<file path="config.mk">
export PLATFORM = sky130hd
export DESIGN_NAME = llp_ctrl
export DESIGN_NICKNAME = d
export VERILOG_FILES = /design/src/sv/llp_pkg.sv /design/src/sv/llp_ctrl.sv
export SDC_FILE = /design/constraint.sdc
export NUM_CORES = 1
export LEC_CHECK = 0
export ABC_CLOCK_PERIOD_IN_PS = 1470
export BUFFER_PORTS_ARGS = -buffer_cell sky130_fd_sc_hd__buf_2
export CAP_MARGIN = 0
export CORE_AREA = 2 2 39 41
export DETAILED_ROUTE_END_ITERATION = 8
export DIE_AREA = 0 0 41 43
export GPL_TIMING_DRIVEN = 0
export MAX_ROUTING_LAYER = met4
export PLACE_DENSITY = 0.72
export SYNTH_ARGS = -nofsm -noshare
export SYNTH_HDL_FRONTEND = slang
export SYNTH_SLANG_ARGS = --single-unit
</file>
<file path="constraint.sdc">
create_clock -name clk -period 1.47 [get_ports clk]
set_input_delay 0.147 -clock clk [delete_from_list [all_inputs] [get_ports clk]]
set_output_delay 0.147 -clock clk [all_outputs]
set_load 0.03 [all_outputs]
</file>
<file path="src/sv/llp_pkg.sv">
// Shared types and codes for the linked-list pool with free list.
// Used by llp_ctrl, llp_dpath and linked_list_pool_with_free_list.
// No dependencies.
package llp_pkg;

	// Operation codes carried in the op field
	typedef enum logic [1:0] {
		OP_INSERT = 2'd0,
		OP_REMOVE = 2'd1,
		OP_LOOKUP = 2'd2,
		OP_COUNT  = 2'd3
	} op_t;

	// Status codes returned in the status field
	typedef enum logic [1:0] {
		ST_OK   = 2'd0,
		ST_MISS = 2'd1,
		ST_FULL = 2'd2
	} status_t;

	// Kind of result the datapath builds into the output word
	typedef enum logic [2:0] {
		RES_COUNT = 3'd0,
		RES_FULL  = 3'd1,
		RES_MISS  = 3'd2,
		RES_INS   = 3'd3,
		RES_HIT   = 3'd4
	} res_t;

	// Stream word widths
	localparam int IN_DATA_W  = 104;
	localparam int OUT_DATA_W = 80;
	localparam int KEY_W      = 32;

	// Commands from controller to datapath
	typedef struct packed {
		logic load_in;    // capture the input word
		logic walk_start; // read the head slot, start the list walk
		logic walk_step;  // follow the link of the current slot
		logic ins_pop_rd; // read the link of the free-list head
		logic ins_pop;    // pop the free-list head
		logic ins_hw;     // take the next never-used slot
		logic ins_write;  // write the new record and link it at the head
		logic rm_unlink;  // bypass the matched slot in the list
		logic rm_free;    // push the matched slot onto the free list
		logic out_load;   // load the output register
		res_t res;        // what goes into the output register
	} cmd_t;

	// Status from datapath to controller
	typedef struct packed {
		op_t  op;
		logic free_valid; // free list not empty
		logic hw_avail;   // never-used slots remain
		logic head_valid; // list not empty
		logic key_match;  // slot under the walk holds the key
		logic link_null;  // slot under the walk ends the list
		logic walk_last;  // walk has visited the whole pool
	} sts_t;

endpackage

</file>
<file path="src/sv/llp_ctrl.sv">
// Controller of the linked-list pool: sequences insert, walk, remove and
// count, and owns the stream handshakes. Uses llp_pkg.
module llp_ctrl (
	input  logic          clk,
	input  logic          arst_n,
	input  logic          s_tvalid,
	output logic          in_ready,
	input  logic          m_tready,
	output logic          out_valid,
	input  llp_pkg::sts_t sts,
	output llp_pkg::cmd_t cmd
);

	typedef enum logic [2:0] {
		IDLE,
		DECODE,
		INS_POP,
		INS_WRITE,
		WALK,
		RM_UNLINK,
		RM_FREE
	} state_t;

	state_t state_q, state_d;
	logic   out_valid_q;
	logic   out_free;

	// Output register can take a word this cycle
	assign out_free = !out_valid_q || m_tready;
	assign in_ready = (state_q == IDLE);

	// Next state and commands
	always_comb begin
		state_d = state_q;
		cmd     = '0;
		cmd.res = llp_pkg::RES_COUNT;
		case (state_q)
			IDLE: begin
				if (s_tvalid) begin
					cmd.load_in = 1'b1;
					state_d     = DECODE;
				end
			end
			DECODE: begin
				case (sts.op)
					llp_pkg::OP_INSERT: begin
						if (sts.free_valid) begin
							cmd.ins_pop_rd = 1'b1;
							state_d        = INS_POP;
						end else if (sts.hw_avail) begin
							cmd.ins_hw = 1'b1;
							state_d    = INS_WRITE;
						end else if (out_free) begin
							cmd.out_load = 1'b1;
							cmd.res      = llp_pkg::RES_FULL;
							state_d      = IDLE;
						end
					end
					llp_pkg::OP_REMOVE, llp_pkg::OP_LOOKUP: begin
						if (sts.head_valid) begin
							cmd.walk_start = 1'b1;
							state_d        = WALK;
						end else if (out_free) begin
							cmd.out_load = 1'b1;
							cmd.res      = llp_pkg::RES_MISS;
							state_d      = IDLE;
						end
					end
					llp_pkg::OP_COUNT: begin
						if (out_free) begin
							cmd.out_load = 1'b1;
							cmd.res      = llp_pkg::RES_COUNT;
							state_d      = IDLE;
						end
					end
					default: state_d = IDLE;
				endcase
			end
			INS_POP: begin
				cmd.ins_pop = 1'b1;
				state_d     = INS_WRITE;
			end
			INS_WRITE: begin
				if (out_free) begin
					cmd.ins_write = 1'b1;
					cmd.out_load  = 1'b1;
					cmd.res       = llp_pkg::RES_INS;
					state_d       = IDLE;
				end
			end
			WALK: begin
				if (sts.key_match) begin
					if (sts.op == llp_pkg::OP_REMOVE) begin
						state_d = RM_UNLINK;
					end else if (out_free) begin
						cmd.out_load = 1'b1;
						cmd.res      = llp_pkg::RES_HIT;
						state_d      = IDLE;
					end
				end else if (sts.link_null || sts.walk_last) begin
					if (out_free) begin
						cmd.out_load = 1'b1;
						cmd.res      = llp_pkg::RES_MISS;
						state_d      = IDLE;
					end
				end else begin
					cmd.walk_step = 1'b1;
				end
			end
			RM_UNLINK: begin
				cmd.rm_unlink = 1'b1;
				state_d       = RM_FREE;
			end
			RM_FREE: begin
				if (out_free) begin
					cmd.rm_free  = 1'b1;
					cmd.out_load = 1'b1;
					cmd.res      = llp_pkg::RES_HIT;
					state_d      = IDLE;
				end
			end
			default: state_d = IDLE;
		endcase
	end

	// State and output-valid register
	always_ff @(posedge clk or negedge arst_n) begin
		if (!arst_n) begin
			state_q     <= IDLE;
			out_valid_q <= 1'b0;
		end else begin
			state_q <= state_d;
			if (cmd.out_load) begin
				out_valid_q <= 1'b1;
			end else if (m_tready) begin
				out_valid_q <= 1'b0;
			end
		end
	end

	assign out_valid = out_valid_q;

endmodule

</file>
### Word level (Yosys, flattened, before mapping)

Cells that the tools add are included.

| operators by class | value |
|---|---|
| multiplexer cells | 46 |
| eq/ne operators | 11 |
| reductions and logical operators | 9 |

Operators by type and width:

| operator | count |
|---|---|
| 4-bit two-way mux | 11 |
| 3-bit two-way mux | 8 |
| 1-bit two-way mux | 22 |
| 3-bit case mux with 6 select lines | 1 |
| 4-bit case mux with 4 select lines | 1 |
| 4-bit case mux with 3 select lines | 1 |
| 3-bit == test, second input constant | 3 |
| 3-bit case mux with 3 select lines | 1 |
| 3-bit by 2-bit == test with 1-bit output, second input constant | 2 |
| 5-bit two-way mux | 1 |
| 2-bit == test, second input constant | 2 |
| 2-bit OR reduction | 2 |
| 3-bit by 1-bit == test with 1-bit output, second input constant | 1 |
| 3-bit zero test | 1 |
| 3-bit != test, second input constant | 1 |
| 2-bit by 1-bit == test with 1-bit output, second input constant | 1 |
| 2-bit zero test | 1 |
| 1-bit logical OR | 2 |
| 2-bit != test, second input constant | 1 |
| 2-bit AND reduction | 1 |
| 2-bit nonzero test | 1 |
| 1-bit zero test | 1 |

| storage, ports and cells | value |
|---|---|
| word-level logic and storage cells | 68 |
| output and inout port bits | 15 |
| bits in registers | 4 |
| input port bits | 12 |

### Logic depth before layout (Yosys ltp)

Gate-level depths: netlist (run 1).

| logic depth | value |
|---|---|
| word-level depth | 8 |
| mapped depth | 6 |
| mapped depth without buffers | 6 |

### Worst setup path before layout (run 1)

Ideal clock, no wire load.

| timing | value |
|---|---|
| path type | reg-to-output |
| start | reg state_q[0] |
| end | out cmd[12] in the netlist's numbering |
| stages on the path, launching flop included | 3 |
| data arrival time | 1.619 ns |
| slack | -0.296 ns |
| required time | 1.323 ns |
| path buffers | 0 |
| path through | dfrtp_1 nor3_1 and2_1 |

RTL lines:

| item | line | source |
|---|---|---|
| from (decl) | llp_ctrl.sv:24 | `state_t state_q, state_d;` |
| from (signal assigned) | llp_ctrl.sv:132 | `state_q <= state_d;` |
| to (decl) | llp_ctrl.sv:11 | `output llp_pkg::cmd_t cmd` |

==> results of run 1 <==
-- registers in the layout, summed over array words and instances, names as in the netlist --
name       cells
out_valid      1
state_q        3
-- placed cells by master (no fill, tap or decap), types with 2 or more instances in the layout --
| cell type | n |
|---|---|
| sky130_fd_sc_hd__buf_4 | 22 |
| sky130_fd_sc_hd__buf_6 | 12 |
| sky130_fd_sc_hd__buf_2 | 11 |
| sky130_fd_sc_hd__nand2_1 | 8 |
| sky130_fd_sc_hd__nor2_1 | 8 |
| sky130_fd_sc_hd__o21ai_1 | 5 |
| sky130_fd_sc_hd__nor3_2 | 3 |
| sky130_fd_sc_hd__a21oi_2 | 3 |
| sky130_fd_sc_hd__a21oi_1 | 3 |
| sky130_fd_sc_hd__ha_1 | 3 |
| sky130_fd_sc_hd__clkbuf_4 | 3 |
| sky130_fd_sc_hd__inv_4 | 2 |
| sky130_fd_sc_hd__inv_1 | 2 |
| sky130_fd_sc_hd__nand2b_4 | 2 |
| sky130_fd_sc_hd__nand2b_1 | 2 |
| sky130_fd_sc_hd__a31oi_1 | 2 |
| sky130_fd_sc_hd__and3_1 | 2 |
| sky130_fd_sc_hd__and4b_1 | 2 |
| sky130_fd_sc_hd__o211ai_1 | 2 |
| sky130_fd_sc_hd__dfrtp_1 | 2 |
| sky130_fd_sc_hd__dfrtp_2 | 2 |
-- through the flow --
step	area, um^2	setup TNS (ns)	worst slack [ns]	std cells
after floorplan	549.3	-0.1365	-0.1365	76
after detailed placement	699.4	-0.1667	-0.1667	118
after global placement	699.4	-0.1603	-0.1603	118
after CTS	890.9	-0.2507	-0.07288	129
final	1050	-0.5809	-0.1275	138
after global routing	1050	-1.131	-0.1902	138
-- power groups by stage --
stage,Combinational [W],Sequential [W],Clock [W]
after floorplan,0.000681,0.000246,0
after global placement,0.000922,0.000233,0
after detailed placement,0.000927,0.000237,0
after CTS,0.00117,0.000264,0.000140
after global routing,0.00156,0.000282,0.000157
final,0.00146,0.000273,0.000151
-- kinds of logic after synthesis --
family / count (synthesis) / share of synthesized area, %
compound gates: 21 / 24.82
fa+ha+maj: 4 / 9.368
buf+inv: 8 / 7.259
flops: 4 / 18.74
simple gates: 39 / 39.81
-- layout make-up --
cell class / count / area (um^2) / share of cell area [%]
Clock buffer: 3 / 22.52 / 2.145
Sequential cell: 4 / 102.6 / 9.773
Buffer: 3 / 30.03 / 2.861
Multi-Input combinational cell: 64 / 515.5 / 49.11
Tap cell: 16 / 20.02 / 1.907
Timing Repair Buffer: 43 / 335.3 / 31.94
Inverter: 5 / 23.77 / 2.265
-- worst reg2reg max path, stage by stage, from the launching register on --
cell                       delay, ns
sky130_fd_sc_hd__dfrtp_1        0.36
sky130_fd_sc_hd__and2b_2        0.24
sky130_fd_sc_hd__buf_4          0.14
sky130_fd_sc_hd__nor2_1         0.04
sky130_fd_sc_hd__a222oi_1       0.41
-- worst max-delay path by stage --
stage / from / end / cells after the start
after CTS: state_q[2]$_DFFE_PN0P_ / cmd[3] / 5
final: state_q[2]$_DFFE_PN0P_ / cmd[3] / 5
after floorplan: sts[7] / cmd[3] / 6
after global placement: sts[6] / cmd[3] / 8
after detailed placement: sts[6] / cmd[3] / 8
after global routing: state_q[2]$_DFFE_PN0P_ / cmd[3] / 5
-- routing by layer --
layer  GRT usage, %  routed length [um]  share of wire, %
met1          26.13                 793                37
met2          37.50                1106                52
met3          2.618                 120               5.6
met4          15.33                 120               5.6
met5              -                   0                 0
-- timing repair --
item	4_1_cts	5_1_grt
gates resized for setup	25	38
endpoints found under the setup margin	10	13
hold buffers	1	0
endpoints found under the hold margin	4	0
pin swaps	6	6
setup buffers	7	9
==> reports/summary.log, run 1 <==
qor: critical_path.worstPathBufferInverterCount 2
qor: power.power.net_switching 0.0009532 W
qor: timing.maxSlewViolCount 0
qor: critical_path.worstSetupEndpointType primary output
qor: critical_path.worstSetupStartpointType flop
qor: cts.tritoncts built
qor: floorplanning.std_cell_rows 14
qor: finish.design.final.nets 140
qor: cts.numCtsBuffers 3
qor: cts.clk_transition_reported_paths 0.05 ns
qor: timing.finalHoldWorstSlack 0.2248 ns
qor: synthesis.post_synth.cell_area_avg 7.030 um^2
qor: timing.final_critical_path_setup_slack -0.1275 ns
qor: timing.setup_viol 7
qor: synthesis.synth_seq_area_share 18.74%
qor: status.outcome complete, but fails checks
qor: detailed_routing.detailed_route_vias_per_instance 5.667
qor: synthesis.ys.warnings.count 0
qor: synthesis.synth_ff_type sky130_fd_sc_hd__dfrtp_1
qor: finish.postLayoutCoreUtil 75.86%
qor: synthesis.async_flop_share 100.0%
qor: placed_design.gp_routability_congestion 0.7932
qor: critical_path.timing.critical_path.cells buf_6 -> nor2b_4 -> o311ai_4 -> a31oi_1 -> buf_4
qor: timing.worst_pin_slew 0.3695 ns
qor: power.design_power_total 0.001880 W
qor: critical_path.critical-path-top-delay-family flip-flops
qor: critical_path.reg2reg_depth 4
qor: finish.post_route_cells_drive_above_1_share 59.02%
qor: floorplanning.die_x 41 um
qor: synthesis.yosysTopAreaCellShare 18.74%
qor: global_routing.grt_pass1_vias 680
qor: critical_path.critPathMaxStageDelay 0.39 ns
qor: timing.timing_hold_violations_final 0
qor: synthesis.synth_largest_area_cell sky130_fd_sc_hd__dfrtp_1
qor: critical_path.crit_path_arrival_time 1.45 ns
qor: power.intPower 0.0009264 W
qor: power.pwr-share-seq 14.5%
qor: detailed_routing.drcViolationCount 0
qor: synthesis.synthesis.instances 76
qor: detailed_routing.number_of_drc_markers_after_the_initial_detailed_route_iteration 30
qor: floorplanning.die_height 43 um
qor: timing.timing.slew.headroom 75.36%
qor: timing.fmax 626.0 MHz
qor: synthesis.synth_seq_cells 4
qor: floorplanning.initial_core_util 38.61%
qor: power.pwr-share-clk 8.0%
qor: job.max-cap-violations 0
qor: placed_design.io_buffer_count 26
qor: synthesis.netlist_area 534.3 um^2
qor: floorplanning.core_area 1384 um^2
qor: critical_path.r2r_end state_q[1]$_DFFE_PN0P_
qor: synthesis.synth.top_cells.by_area sky130_fd_sc_hd__dfrtp_1 19%, sky130_fd_sc_hd__ha_1 9.4%, sky130_fd_sc_hd__nand2_1 6.3%
qor: timing.finalWorstPathRequiredPeriod 1.597 ns
qor: power.p_leak 0.5064 nW
qor: timing.final_period_util 108.7%
qor: timing.skew 0.01194 ns
qor: cts.clock_tree.root_cell sky130_fd_sc_hd__clkbuf_4
qor: floorplanning.ioPinCount 27
qor: finish.layout-area-overhead-vs-synth 96.49%
qor: power.power.density 1790 nW/um^2
qor: detailed_routing.routed_antenna_nets 0
qor: placed_design.dp_hpwl 1091 um
qor: detailed_routing.drt-pass1-iter-count 4
qor: global_routing.grt_use_total 23.58%
qor: synthesis.yosys.cell_types.count 29
qor: cts.h_tree_depth 1
qor: cts.cts_max_path_buffers 2
qor: synthesis.syn_nets 92
qor: finish.fillers 101
qor: power.switching_share 50.71%
qor: global_routing.globalRoute.totalOverflow 0
qor: synthesis.synth-edff-count 0
qor: critical_path.timing.critical_path.required 1.32 ns
qor: global_routing.maximum_number_of_pins_on_one_net_before_global_route_repair 11
qor: critical_path.timing.reg2reg.setup_slack 0.13 ns
qor: finish.insertedDiodeCount 0
qor: cts.worst_skew_pair.late_latency 0.25 ns
qor: critical_path.regToRegStartpoint out_valid$_DFFE_PN0P_
qor: detailed_routing.wl 2140 um
qor: global_routing.grt_first_pass_wirelength 2815 um
qor: floorplanning.area_enclosed_by_the_die_boundary 1763 um^2
qor: cts.clock_sinks 4
qor: power.ir_worst_vdd 0.001275 V
qor: timing.setup_repair_after_global_routing_missed_its_margin true
qor: detailed_routing.routed_wire_length_per_instance 15.51 um
qor: global_routing.grt_antenna_before_repair 0
qor: power.power.share.combinational 77.5%
qor: critical_path.slowest_stage_cell_on_the_critical_path sky130_fd_sc_hd__dfrtp_1
qor: detailed_routing.vias 782
qor: critical_path.path_class reg2out
qor: status.violations_in_the_final_reports negative setup slack
qor: hold_path.hp-class in2async
qor: synthesis.synth_top_cells_by_count 9 x sky130_fd_sc_hd__nand2_1, 9 x sky130_fd_sc_hd__nor2_1, 5 x sky130_fd_sc_hd__a21oi_1, 5 x sky130_fd_sc_hd__inv_1, 5 x sky130_fd_sc_hd__nor3_1
qor: critical_path.crit_path_max_fanout 6
Note: power is estimated with default switching activity, not from simulation.
==> run 2: changes to the inputs <==
--- a/config.mk
+++ b/config.mk
@@ -11,7 +11,6 @@
 export CORE_AREA = 2 2 39 41
 export DETAILED_ROUTE_END_ITERATION = 8
 export DIE_AREA = 0 0 41 43
-export GPL_TIMING_DRIVEN = 0
 export MAX_ROUTING_LAYER = met4
 export PLACE_DENSITY = 0.72
 export SYNTH_ARGS = -nofsm -noshare
==> run 2 against run 1 <==
The flow still finishes with violations (negative setup slack). Sequential power shrank 8.8%. Maximum frequency rose by 3.6%. Combinational power is 14% lower. Critical path type unchanged.
==> reports/summary.log, run 2 (synthesis gave the netlist of run 1 again) <==
qor: status.outcome complete, but fails checks [unchanged]
qor: status.violations_in_the_final_reports negative setup slack [unchanged]
qor: critical_path.worstSetupStartpointType flop [unchanged]
qor: power.power.density 1776 nW/um^2 [was 1790 nW/um^2]
qor: finish.fillers 125 [was 101]
qor: floorplanning.core_area 1384 um^2 [unchanged]
qor: finish.layout-area-overhead-vs-synth 74.71% [was 96.49%]
qor: timing.timing.slew.headroom 80.48% [was 75.36%]
qor: floorplanning.std_cell_rows 14 [unchanged]
qor: detailed_routing.wl 1721 um [was 2140 um]
qor: power.ir_worst_vdd 0.0009084 V [was 0.001275 V]
qor: timing.setup_repair_after_global_routing_missed_its_margin true [unchanged]
qor: detailed_routing.number_of_drc_markers_after_the_initial_detailed_route_iteration 19 [was 30]
qor: detailed_routing.routed_wire_length_per_instance 12.75 um [was 15.51 um]
qor: timing.finalWorstPathRequiredPeriod 1.542 ns [was 1.597 ns]
qor: critical_path.path_class reg2out [unchanged]
qor: timing.final_critical_path_setup_slack -0.07234 ns [was -0.1275 ns]
qor: timing.finalHoldWorstSlack 0.2233 ns [was 0.2248 ns]
qor: critical_path.timing.critical_path.required 1.32 ns [about the same]
qor: floorplanning.die_x 41 um [unchanged]
qor: detailed_routing.vias 731 [was 782]
qor: critical_path.timing.critical_path.cells nor2b_2 -> o311ai_2 -> a31oi_1 -> buf_4 [was buf_6 -> nor2b_4 -> o311ai_4 -> a31oi_1 -> buf_4]
qor: placed_design.io_buffer_count 26 [unchanged]
qor: critical_path.worstSetupEndpointType primary output [unchanged]
qor: placed_design.dp_hpwl 1168 um [was 1091 um]
qor: critical_path.crit_path_max_fanout 7 [was 6]
qor: detailed_routing.detailed_route_vias_per_instance 5.415 [was 5.667]
qor: global_routing.maximum_number_of_pins_on_one_net_before_global_route_repair 13 [was 11]
qor: critical_path.crit_path_arrival_time 1.40 ns [was 1.45 ns]
qor: detailed_routing.drcViolationCount 0 [unchanged]
qor: finish.number_of_flip_flops_under_the_largest_register_name 3 [unchanged]
qor: cts.numCtsBuffers 3 [unchanged]
qor: cts.clock_sinks 4 [unchanged]
qor: global_routing.globalRoute.totalOverflow 0 [unchanged]
qor: timing.timing_hold_violations_final 0 [unchanged]
qor: placed_design.pre_cts_slack -0.1053 ns [was -0.1667 ns]
qor: cts.worst_skew_pair.late_latency 0.25 ns [about the same]
qor: floorplanning.ioPinCount 27 [unchanged]
qor: finish.post_route_cells_drive_above_1_share 51.26% [was 59.02%]
qor: critical_path.timing.reg2reg.setup_slack 0.13 ns [about the same]
qor: power.p_leak 0.4584 nW [was 0.5064 nW]
qor: global_routing.grt_first_pass_wirelength 2794 um [was 2815 um]
qor: cts.cts_max_path_buffers 2 [unchanged]
qor: global_routing.grt_use_total 24.46% [was 23.58%]
qor: finish.design.final.nets 137 [was 140]
qor: power.power.share.combinational 76.1% [was 77.5%]
qor: finish.leading_cell_types_in_the_layout_fill_and_taps_excluded 22 x sky130_fd_sc_hd__buf_4, 14 x sky130_fd_sc_hd__buf_2, 9 x sky130_fd_sc_hd__nand2_1 [was 22 x sky130_fd_sc_hd__buf_4, 12 x sky130_fd_sc_hd__buf_6, 11 x sky130_fd_sc_hd__buf_2]
qor: finish.insertedDiodeCount 0 [unchanged]
qor: job.max-cap-violations 0 [unchanged]
qor: power.pwr-share-seq 15.0% [was 14.5%]
qor: floorplanning.die_height 43 um [unchanged]
qor: finish.layout_commonest_cell sky130_fd_sc_hd__buf_4 [unchanged]
qor: placed_design.gp_routability_congestion 0.8015 [was 0.7932]
qor: cts.clk_transition_reported_paths 0.04 ns [was 0.05 ns]
qor: finish.most_flops_register state_q [unchanged]
qor: power.pwr-share-clk 8.9% [was 8.0%]
qor: floorplanning.area_enclosed_by_the_die_boundary 1763 um^2 [unchanged]
qor: power.switching_share 50.59% [was 50.71%]
qor: detailed_routing.routed_antenna_nets 0 [unchanged]
qor: placed_design.placed_cells 125 [was 118]
qor: cts.clock_tree.root_cell sky130_fd_sc_hd__clkbuf_4 [unchanged]
qor: timing.worst_pin_slew 0.2927 ns [was 0.3695 ns]
qor: timing.maxSlewViolCount 0 [unchanged]
qor: power.power.net_switching 0.0008386 W [was 0.0009532 W]
qor: finish.final_cell_count_no_fill 135 [was 138]
qor: cts.h_tree_depth 1 [unchanged]
qor: power.intPower 0.0008189 W [was 0.0009264 W]
qor: cts.tritoncts built [unchanged]
qor: global_routing.grt_pass1_vias 672 [was 680]
qor: timing.fmax 648.4 MHz [was 626.0 MHz]
qor: timing.timing.setup.tns -0.3347 ns [was -0.5809 ns]
qor: timing.skew 0.005377 ns [was 0.01194 ns]
qor: timing.setup_viol 7 [unchanged]
qor: global_routing.grt_antenna_before_repair 0 [unchanged]
qor: critical_path.critPathMaxStageDelay 0.46 ns [was 0.39 ns]
qor: floorplanning.initial_core_util 38.61% [unchanged]
qor: hold_path.hp-class in2async [unchanged]
qor: detailed_routing.drt-pass1-iter-count 4 [unchanged]
qor: critical_path.slowest_stage_cell_on_the_critical_path sky130_fd_sc_hd__dfrtp_2 [was sky130_fd_sc_hd__dfrtp_1]
qor: timing.final_period_util 104.9% [was 108.7%]
[run 2: layer usage]
metal  GRT usage (%)  wire (um)  vias to the layer above
met5               -          0                        -
li1                -          -                      357
met4           14.00         42                        0
met2           39.38        874                       31
met1           27.27        724                      339
met3           3.141         79                        4
[run 2: power by group through the flow]
stage | sequential (W) | combinational, W | clock, W
global route | 0.000258 | 0.00136 | 0.000160
detailed placement | 0.000253 | 0.000951 | 0
finish | 0.000249 | 0.00126 | 0.000147
floorplan | 0.000246 | 0.000681 | 0
global placement | 0.000250 | 0.000948 | 0
CTS | 0.000247 | 0.00121 | 0.000152
[run 2: path summary, 6_finish.rpt]
check                                  startpoint  depth (start not counted)                     end
hold reg to reg             out_valid$_DFFE_PN0P_                          2   out_valid$_DFFE_PN0P_
max in group asynchronous                  arst_n                          2  state_q[2]$_DFFE_PN0P_
hold / removal                             arst_n                          2  state_q[0]$_DFFE_PN0P_
setup reg to reg           state_q[0]$_DFFE_PN0P_                          7  state_q[0]$_DFFE_PN0P_
setup / recovery           state_q[0]$_DFFE_PN0P_                          4                  cmd[3]
min in group clk                           sts[1]                          3   out_valid$_DFFE_PN0P_
[run 2: timing repair]
| action | in CTS | in global routing |
|---|---|---|
| endpoints found under the hold margin | 4 | 0 |
| pin swaps | 6 | 1 |
| hold buffers | 1 | 0 |
| setup buffers | 6 | 0 |
| gates resized for setup | 28 | 6 |
| endpoints found under the setup margin | 14 | 13 |
[run 2: critical path: cells and delay by family, from the launching register on]
kind	cells	cell delay (ns)
DFF	1	0.46
and+or+nand+nor	1	0.16
buffers and inverters	1	0.19
AOI/OAI and AO/OA	2	0.33
[run 2: final cells by class]
cell class	count	area (um^2)	share of cell area, %
multi-input combinational	64	462.9	49.60
sequential	4	103.9	11.13
timing repair buffer	43	305.3	32.71
clock buffer	3	22.52	2.413
tap	16	20.02	2.145
inverter	5	18.77	2.011
[run 2: per-stage QoR]
step / instance area [um^2] / total power (W) / util [%]
2_1_floorplan: 549.3 / 0.0009276 / -
3_5_place_dp: 754.5 / 0.001203 / 54.52
6_report: 933.4 / 0.001657 / 67.45
4_1_cts: 922.1 / 0.001612 / 66.64
3_3_place_gp: 754.5 / 0.001198 / 54.52
5_1_grt: 933.4 / 0.001777 / 67.45
